**config.mk**
```make
export PLATFORM = sky130hd
export DESIGN_NAME = npt_ctrl
export DESIGN_NICKNAME = d
export VERILOG_FILES = /design/src/npt_pkg.sv /design/src/npt_ctrl.sv
export VERILOG_INCLUDE_DIRS = /design/src /design/src/src
export SDC_FILE = /design/constraint.sdc
export NUM_CORES = 1
export LEC_CHECK = 0
export BUFFER_PORTS_ARGS = -buffer_cell sky130_fd_sc_hd__clkbuf_2
export CORE_MARGIN = 2
export CORE_UTILIZATION = 52
export DETAILED_ROUTE_END_ITERATION = 10
export PLACE_DENSITY = 0.78
export SLEW_MARGIN = 20
export SYNTH_ARGS = -nofsm -noshare
export SYNTH_HDL_FRONTEND = slang
export SYNTH_SLANG_ARGS = --single-unit
```
**constraint.sdc**
```tcl
create_clock -name clk -period 2.1 [get_ports clk]
set_clock_uncertainty 0.05 [all_clocks]
set_input_delay 0.21 -clock clk [delete_from_list [all_inputs] [get_ports clk]]
set_output_delay 0.21 -clock clk [all_outputs]
set_load 0.05 [all_outputs]
```
**src/assert_macros.svh**
```systemverilog
// Assertion macros used by the tracker controller.
`ifndef ASSERT_MACROS_SVH
`define ASSERT_MACROS_SVH

// Plain clocked check, disabled while rst is high; expects clk and rst in scope.
`define NPT_ASSERT(lbl, prop, msg) \
  lbl: assert property (@(posedge clk) disable iff (rst) prop) else $error(msg);

// Next-cycle implication built on the plain check.
`define NPT_ASSERT_NXT(lbl, ante, cons, msg) \
  `NPT_ASSERT(lbl, (ante) |=> (cons), msg)

`endif

```
**src/npt_pkg.sv**
```systemverilog
// Shared types, constants and control structs of the path point tracker.
package npt_pkg;

  localparam int MAX_POINTS_DEF = 64;
  localparam int FUNC_W = 2;
  localparam int IDX_W  = 6;
  localparam int CRD_W  = 32;
  localparam int CNT_W  = 7;
  localparam int Q_W    = 16;
  localparam int ST_W   = 2;
  localparam int MAG_W  = CRD_W + 1;
  localparam int SQ_W   = 2 * MAG_W;
  localparam int SUM_W  = SQ_W + 1;
  localparam int NV_W   = 34;
  localparam int QB_W   = 15;
  localparam int UNIT_Q14 = 16384;

  typedef logic [FUNC_W-1:0] func_t;
  localparam func_t FN_WRITE = 2'd0;
  localparam func_t FN_READ  = 2'd1;
  localparam func_t FN_QUERY = 2'd2;

  typedef logic [ST_W-1:0] status_t;
  localparam status_t ST_OK       = 2'd0;
  localparam status_t ST_DIR_ZERO = 2'd1;
  localparam status_t ST_NRM_ZERO = 2'd2;

  typedef enum logic [1:0] {
    AS_IDX,
    AS_SCAN,
    AS_BEST,
    AS_NEXT
  } addr_sel_t;

  typedef struct packed {
    logic      load;
    logic      rd_en;
    addr_sel_t addr_sel;
    logic      scan_inc;
    logic      cap_point;
    logic      cap_best;
    logic      cap_next;
    logic      nf_start;
    logic      nn_start;
    logic      cap_fwd;
    logic      st_dir;
    logic      nv_cap;
    logic      cap_nrm;
    logic      st_nrm;
    logic      out_load;
  } cmd_t;

  typedef struct packed {
    func_t func;
    logic  scan_last;
    logic  pipe_empty;
    logic  norm_done;
    logic  norm_zero;
  } sts_t;

endpackage

```
**src/npt_ctrl.sv**
```systemverilog
// Controller state machine: sequences items and drives datapath commands.
`include "assert_macros.svh"
module npt_ctrl (
  input  logic          clk,
  input  logic          rst,
  input  logic          req_valid,
  output logic          req_ready,
  output logic          rsp_valid,
  input  logic          rsp_ready,
  output npt_pkg::cmd_t cmd,
  input  npt_pkg::sts_t sts
);
  import npt_pkg::*;

  typedef enum logic [14:0] {
    S_IDLE  = 15'h0001,
    S_DISP  = 15'h0002,
    S_RDISS = 15'h0004,
    S_RDCAP = 15'h0008,
    S_SCAN  = 15'h0010,
    S_DRAIN = 15'h0020,
    S_BEST  = 15'h0040,
    S_NEXT  = 15'h0080,
    S_CAPN  = 15'h0100,
    S_NFS   = 15'h0200,
    S_NFW   = 15'h0400,
    S_NPREP = 15'h0800,
    S_NNS   = 15'h1000,
    S_NNW   = 15'h2000,
    S_FIN   = 15'h4000
  } state_t;

  state_t state, state_next;

  assign req_ready = (state == S_IDLE);

  always_comb begin
    cmd        = '0;
    cmd.addr_sel = AS_IDX;
    state_next = state;
    case (state)
      S_IDLE: begin
        if (req_valid) begin
          cmd.load   = 1'b1;
          state_next = S_DISP;
        end
      end
      S_DISP: begin
        case (sts.func)
          FN_WRITE: state_next = S_FIN;
          FN_READ:  state_next = S_RDISS;
          FN_QUERY: state_next = S_SCAN;
          default:  state_next = S_FIN;
        endcase
      end
      S_RDISS: begin
        cmd.rd_en  = 1'b1;
        state_next = S_RDCAP;
      end
      S_RDCAP: begin
        cmd.cap_point = 1'b1;
        state_next    = S_FIN;
      end
      S_SCAN: begin
        cmd.rd_en    = 1'b1;
        cmd.addr_sel = AS_SCAN;
        cmd.scan_inc = 1'b1;
        if (sts.scan_last) begin
          state_next = S_DRAIN;
        end
      end
      S_DRAIN: begin
        if (sts.pipe_empty) begin
          state_next = S_BEST;
        end
      end
      S_BEST: begin
        cmd.rd_en    = 1'b1;
        cmd.addr_sel = AS_BEST;
        state_next   = S_NEXT;
      end
      S_NEXT: begin
        cmd.rd_en    = 1'b1;
        cmd.addr_sel = AS_NEXT;
        cmd.cap_best = 1'b1;
        state_next   = S_CAPN;
      end
      S_CAPN: begin
        cmd.cap_next = 1'b1;
        state_next   = S_NFS;
      end
      S_NFS: begin
        cmd.nf_start = 1'b1;
        state_next   = S_NFW;
      end
      S_NFW: begin
        if (sts.norm_done) begin
          if (sts.norm_zero) begin
            cmd.st_dir = 1'b1;
            state_next = S_FIN;
          end else begin
            cmd.cap_fwd = 1'b1;
            state_next  = S_NPREP;
          end
        end
      end
      S_NPREP: begin
        cmd.nv_cap = 1'b1;
        state_next = S_NNS;
      end
      S_NNS: begin
        cmd.nn_start = 1'b1;
        state_next   = S_NNW;
      end
      S_NNW: begin
        if (sts.norm_done) begin
          if (sts.norm_zero) begin
            cmd.st_nrm = 1'b1;
          end else begin
            cmd.cap_nrm = 1'b1;
          end
          state_next = S_FIN;
        end
      end
      S_FIN: begin
        if (!rsp_valid || rsp_ready) begin
          cmd.out_load = 1'b1;
          state_next   = S_IDLE;
        end
      end
      default: state_next = S_IDLE;
    endcase
  end

  always_ff @(posedge clk) begin
    if (rst) begin
      state     <= S_IDLE;
      rsp_valid <= 1'b0;
    end else begin
      state <= state_next;
      if (cmd.out_load) begin
        rsp_valid <= 1'b1;
      end else if (rsp_ready) begin
        rsp_valid <= 1'b0;
      end
    end
  end

  `NPT_ASSERT_NXT(a_fin_hold, state == S_FIN && rsp_valid && !rsp_ready, state == S_FIN, "result overwritten while stalled")
  `NPT_ASSERT_NXT(a_scan_drain, state == S_SCAN && sts.scan_last, state == S_DRAIN && !sts.pipe_empty, "scan pipeline lost the last point")
  `NPT_ASSERT(a_norm_wait, sts.norm_done |-> (state == S_NFW || state == S_NNW), "normalizer finished outside a wait state")
endmodule

```
==> results of run 1 <==
cells by family after synthesis:
group,Yosys count,share of synthesized area
buf+inv,14,0.0587
compound gates,19,0.116
simple gates,90,0.487
fa+ha+maj,2,0.0217
flops,16,0.278
xor+xnor,5,0.0381
synthesized netlist by cell type, types with 2 or more instances:
cell	count	area, um^2
nor2b_1	3	18.8
nand4b_1	2	17.5
buf_2	6	30.0
nand4_1	3	18.8
inv_1	6	22.5
nor3b_1	4	30.0
and3_2	2	15.0
xnor2_1	2	17.5
nand2_1	11	41.3
xor2_1	3	26.3
a21oi_1	6	30.0
nor4_1	6	37.5
nor2_1	18	67.6
dfxtp_1	16	320
and3_1	3	18.8
nand2b_1	6	37.5
nor3_2	2	20.0
nor3_1	10	50.1
nor4_4	2	42.5
o21ai_0	4	20.0
or3b_1	2	17.5
nand3_1	7	35.0
nand3b_1	2	15.0
ha_1	2	25.0
stage by stage:
step,power [W],hold WS [ns],utilization,worst slack (ns)
after global routing,0.000886,0.0825,0.822,-0.126
after global placement,0.000601,0.375,0.678,0.0919
after floorplan,0.000525,0.239,-,-0.331
after detailed placement,0.000603,0.386,0.678,0.0672
after CTS,0.000792,0.0790,0.766,-0.0334
final,0.000854,0.0814,0.822,-0.0927
worst max path at each step:
stage                           to  slack, ns  cells past startpoint
after detailed placement   cmd[15]       0.07                      6
after global placement     cmd[15]       0.09                      6
final                      cmd[10]      -0.09                      5
after floorplan           state[0]      -0.33                      5
after CTS                  cmd[15]      -0.03                      6
after global routing       cmd[14]      -0.13                      5
critical path, cell delays in order, from the launching register on:
cell and delay, ns:
dfxtp_2 0.35, nor4_4 0.37, nand2_1 0.23, buf_4 0.21, nor3_1 0.20, clkbuf_4 0.28
where the power goes:
part	leakage, nW	internal, W	switching, W	total (W)
combinational	0.586	0.000150	0.000201	0.000351
clock	0.0138	0.0000670	0.000107	0.000174
sequential	0.134	0.000312	0.0000175	0.000329
sequential cells by signal (all words and copies together) (netlist names):
| signal | flops |
|---|---|
| rsp_valid | 1 |
| state | 15 |
final cells by class:
class,instances,area [um^2],share of cell area
clock buffer,3,22.5,0.0128
tap,28,35.0,0.0198
sequential,16,335,0.190
inverter,6,26.3,0.0149
timing repair buffer,55,455,0.258
multi-input combinational,116,891,0.505
timing repair:
action                     4_1_cts  5_1_grt
gates resized for setup         35       36
setup endpoints to repair       17       19
buffers inserted                 5        4
pin swaps                        4       10
layer usage:
| metal | track usage | routed length (um) |
|---|---|---|
| met1 | 0.338 | 1560 |
| met2 | 0.504 | 2010 |
| met3 | 0.0614 | 386 |
| met4 | 0.122 | 185 |
| met5 | 0 | 0 |
==> results.py, run 1 <==
metrics = {
    "status": {
        "status": "finished, violations left",
        "violations": "negative setup slack",
    },
    "yosys": {
        "synth_ff_type": "dfxtp_1",
        "ys_seq_area_frac": 0.278,
        "ys_ff_latch": 16,
        "synthesis.area_um2": 1150,
        "async_reset_ff_frac": 0,
        "synthDistinctLibCells": 42,
        "synth_edf_count": 0,
        "synth_nets": 158,
        "ys_warn_count": 0,
        "synth_cells": 146,
        "syn_avg_cell_area_um2": 7.88,
    },
    "cells_and_area": {
        "stdcell_area_um2": 1770,
        "layout_common_cells": "29 x buf_4, 13 x nor2_1, 10 x nand2_1, 10 x clkbuf_2, 8 x dfxtp_1",
        "drive_gt1_frac": 0.490,
        "fin_cells": 224,
        "layout_commonest_cell": "buf_4",
        "areaGrowthSynthToFinish_pct": 53.4,
        "fill_cells": 127,
        "final_nets": 210,
        "n_antenna_cell": 0,
    },
    "cts": {
        "cts_root_buffer": "clkbuf_4",
        "clockBufferDepth": 2,
        "cts_made_buffers": 3,
        "postCtsHoldBufs": 0,
        "path_clk_slew_ns": 0.10,
        "cts_tree": "yes",
        "cts-htree-levels": 1,
        "cts.sinks": 16,
        "worstSkewPairLatency_ns": 0.30,
    },
    "floorplan": {
        "core_area_um2": 2150,
        "start_util": 0.536,
        "io_pins": 28,
        "die-area_um2": 2610,
        "die_h_um": 51.1,
        "rows": 17,
        "die_x_um": 51.1,
    },
    "placed_design": {
        "port_buffers": 27,
        "place_area_um2": 1460,
        "place_congestion": 0.918,
        "hpwl_um": 2460,
        "place_inst": 212,
    },
    "route": {
        "first_pass_iters": 4,
        "wl_per_cell_um": 18.5,
        "viasPerCell": 6.33,
        "ant_nets": 0,
        "vias": 1417,
        "drtIter0Drc": 88,
        "drcViolationCount": 0,
        "routed_wl_um": 4140,
    },
    "timing": {
        "drv_slew": 0,
        "setup_viol": 6,
        "slew_headroom": 0.683,
        "setup_tns_ns": -0.239,
        "rsz0062_at_grt": "yes",
        "worst_slack_ns": -0.0927,
        "fin_crit_sh": 1.04,
        "min_period_ns": 2.19,
        "final-hold-violation-count": 0,
        "fmax_mhz": 456,
        "worst_pin_slew_ns": 0.474,
    },
    "power": {
        "ir_drop_uv": 360,
        "power.density_nw_per_um2": 484,
        "p_leak_nw": 0.734,
    },
    "critical_path": {
        "r2r-start": "state[2]",
        "r2r_slack_ns": 0.04,
        "critical_path_required_ns": 1.84,
        "path_class": "flip-flop to primary output",
        "cp-end-kind": "primary output",
        "arrival_ns": 1.93,
        "critPathLaunch": "state[10]",
        "cp_max_fo": 4,
        "cp-start-kind": "flip-flop",
        "rr_worst_depth": 7,
        "worstReg2RegEnd": "state[5]",
    },
    "global_route": {
        "grt_pass1_vias": 1265,
        "grt_max_degree": 11,
        "grt_pass1_wl_um": 5720,
        "antenna_found_initial": 0,
        "grt_overflow": 0,
        "grt_use_total": 0.289,
    },
    "worst_hold_path": {
        "worst_hold_path_type": "input pin to flip-flop",
        "hold_depth": 2,
        "holdCritStartpoint": "sts[0]",
        "min_to": "state[11]",
    },
    "job": {
        "drv_cap": 0,
    },
}
No activity file was read; power rests on OpenSTA's default activity.
==> inputs of run 2 (changes only) <==
==> constraint.sdc (replaced) <==
create_clock -name clk -period 2.1 [get_ports clk]
set_clock_uncertainty 0.05 [all_clocks]
set_input_delay 0.315 -clock clk [delete_from_list [all_inputs] [get_ports clk]]
set_output_delay 0.315 -clock clk [all_outputs]
set_load 0.05 [all_outputs]
==> run 2 against run 1 <==
Against the previous run: the run still ends with negative setup slack left; power grew 19%; maximum frequency decreased by 5.9%; register-to-register slack lost 0.09 ns; first-iteration DRC count increased by 64%; sequential share of layout area is 2.5 points lower; flip-flop and latch count unchanged; non-clock buffer count grew 15; sequential power barely moved; critical path type unchanged.
==> results.py, run 2 (same netlist as run 1, synthesis figures left out) <==
metrics = {
    "critical_path": {
        "cp-start-kind": "flip-flop",
        "path_class": "flip-flop to primary output",
        "r2r-start": "state[4]",
        "crit_path_cell_trace": "or4_4, nor3_4, nand3_2, clkinvlp_4, and2_4, clkbuf_16",
        "critical_path_required_ns": 1.74,
        "cp_max_fo": 3,
        "cp.depth": 6,
        "cp_slowest_stage_delay_ns": 0.57,
        "critPathLaunch": "state[5]",
        "r2r_slack_ns": -0.05,
        "cpLargestDelayFamily": "simple AND/OR/NAND/NOR gates",
        "cp-end-kind": "primary output",
        "crit_end": "cmd[15]",
        "arrival_ns": 1.97,
        "rr_worst_depth": 7,
        "slowest_stage": "or4_4",
        "path_buf_inv": 2,
        "worstReg2RegEnd": "state[0]",
    },
    "power": {
        "power_w": 0.00101,
        "p_leak_nw": 0.844,
        "ir_drop_uv": 523,
        "power.density_nw_per_um2": 502,
    },
    "timing": {
        "min_period_ns": 2.33,
        "slew_headroom": 0.695,
        "setup_viol": 19,
        "fin_crit_sh": 1.11,
        "whs_ns": 0.161,
        "fmax_mhz": 429,
        "drv_slew": 0,
        "worst_pin_slew_ns": 0.454,
        "worst_slack_ns": -0.230,
        "rsz0062_at_grt": "yes",
        "final-hold-violation-count": 0,
    },
    "floorplan": {
        "rows": 17,
        "die_x_um": 51.1,
        "die_h_um": 51.1,
        "io_pins": 28,
        "die-area_um2": 2610,
        "core_area_um2": 2150,
        "start_util": 0.536,
    },
    "cells_and_area": {
        "stdcell_area_um2": 2020,
        "layout_common_cells": "42 x buf_4, 13 x nor2_1, 10 x clkbuf_2, 10 x dfxtp_2",
        "fill_cells": 67,
        "reg_top3": "state: 15 flops, rsp_valid: 1 flops",
        "drive_gt1_frac": 0.575,
        "final_nets": 225,
        "largest_reg_flops": 15,
        "top_register": "state",
        "areaGrowthSynthToFinish_pct": 75.2,
        "layout_commonest_cell": "buf_4",
        "n_antenna_cell": 0,
    },
    "route": {
        "routed_wl_um": 5520,
        "ant_nets": 0,
        "first_pass_iters": 5,
        "drtIter0Drc": 144,
        "viasPerCell": 6.74,
        "vias": 1617,
        "drcViolationCount": 0,
        "wl_per_cell_um": 23.0,
    },
    "cts": {
        "cts_root_buffer": "clkbuf_4",
        "cts-htree-levels": 1,
        "worstSkewPairLatency_ns": 0.32,
        "clockBufferDepth": 2,
        "cts.sinks": 16,
        "cts_tree": "yes",
        "path_clk_slew_ns": 0.11,
        "postCtsHoldBufs": 0,
        "cts_made_buffers": 3,
    },
    "global_route": {
        "grt_pass1_vias": 1376,
        "grt_use_met2": 0.593,
        "grt_pass1_wl_um": 6850,
        "use_met3": 0.0673,
        "grt_overflow": 0,
        "grt_max_degree": 10,
        "grt-busiest-layer": "met2",
        "grt_use_total": 0.365,
        "met1_usage": 0.477,
        "antenna_found_initial": 0,
    },
    "placed_design": {
        "pre_cts_ws_ns": 0.0517,
        "hpwl_um": 2700,
        "port_buffers": 27,
        "place_area_um2": 1520,
        "place_congestion": 0.927,
    },
    "job": {
        "drv_cap": 0,
    },
    "status": {
        "violations": "negative setup slack",
        "status": "finished, violations left",
    },
    "worst_hold_path": {
        "worst_hold_path_type": "input pin to flip-flop",
    },
}
## run 2: cell count changes in the layout (fill, tap and decap cells not counted), sizes merged
cell | previous run | this run
clkbuf | 20 | 23
buf | 38 | 51
## run 2: what timing repair did
action,in CTS,in global routing
pin swaps,9,12
hold endpoints to repair,0,0
setup endpoints to repair,17,20
gates resized for setup,54,30
setup buffers,7,11
## run 2: routing by layer
| layer | vias to the layer above | part of all wire |
|---|---|---|
| li1 | 663 | - |
| met1 | 750 | 0.36 |
| met2 | 153 | 0.48 |
| met3 | 51 | 0.11 |
| met4 | 0 | 0.061 |
| met5 | - | 0 |
## run 2: layout make-up
class,count,area [um^2],share of cell area
repair buffers,70,639,0.317
multi-input cells,116,947,0.470
inverters,6,26.3,0.0130
clock buffers,4,36.3,0.0180
well taps,28,35.0,0.0174
flip-flops and latches,16,333,0.165
## run 2: where the power goes
group	leakage (nW)	total, W	internal, W	switching, W
Sequential	0.134	0.000328	0.000315	0.0000130
Clock	0.0210	0.000234	0.000106	0.000128
Combinational	0.690	0.000450	0.000204	0.000246
## run 2: per-stage QoR
| step | setup TNS, ns | util | cells |
|---|---|---|---|
| 3_5_place_dp | 0 | 0.708 | 219 |
| 4_1_cts | -0.608 | 0.862 | 230 |
| 5_1_grt | -2.02 | 0.939 | 240 |
| 2_1_floorplan | -1.51 | - | 146 |
| 6_report | -1.68 | 0.939 | 240 |
| 3_3_place_gp | 0 | 0.708 | 219 |
## run 2: how the worst min path moves through the flow
stage                         start        end  slack, ns  depth (start not counted)
final                        sts[0]  state[11]       0.16                          2
after global routing         sts[0]  state[11]       0.16                          2
after CTS                    sts[0]  state[11]       0.16                          2
after detailed placement     sts[0]  state[11]       0.48                          2
after global placement    rsp_valid  rsp_valid       0.45                          2
after floorplan              sts[0]  state[11]       0.34                          1
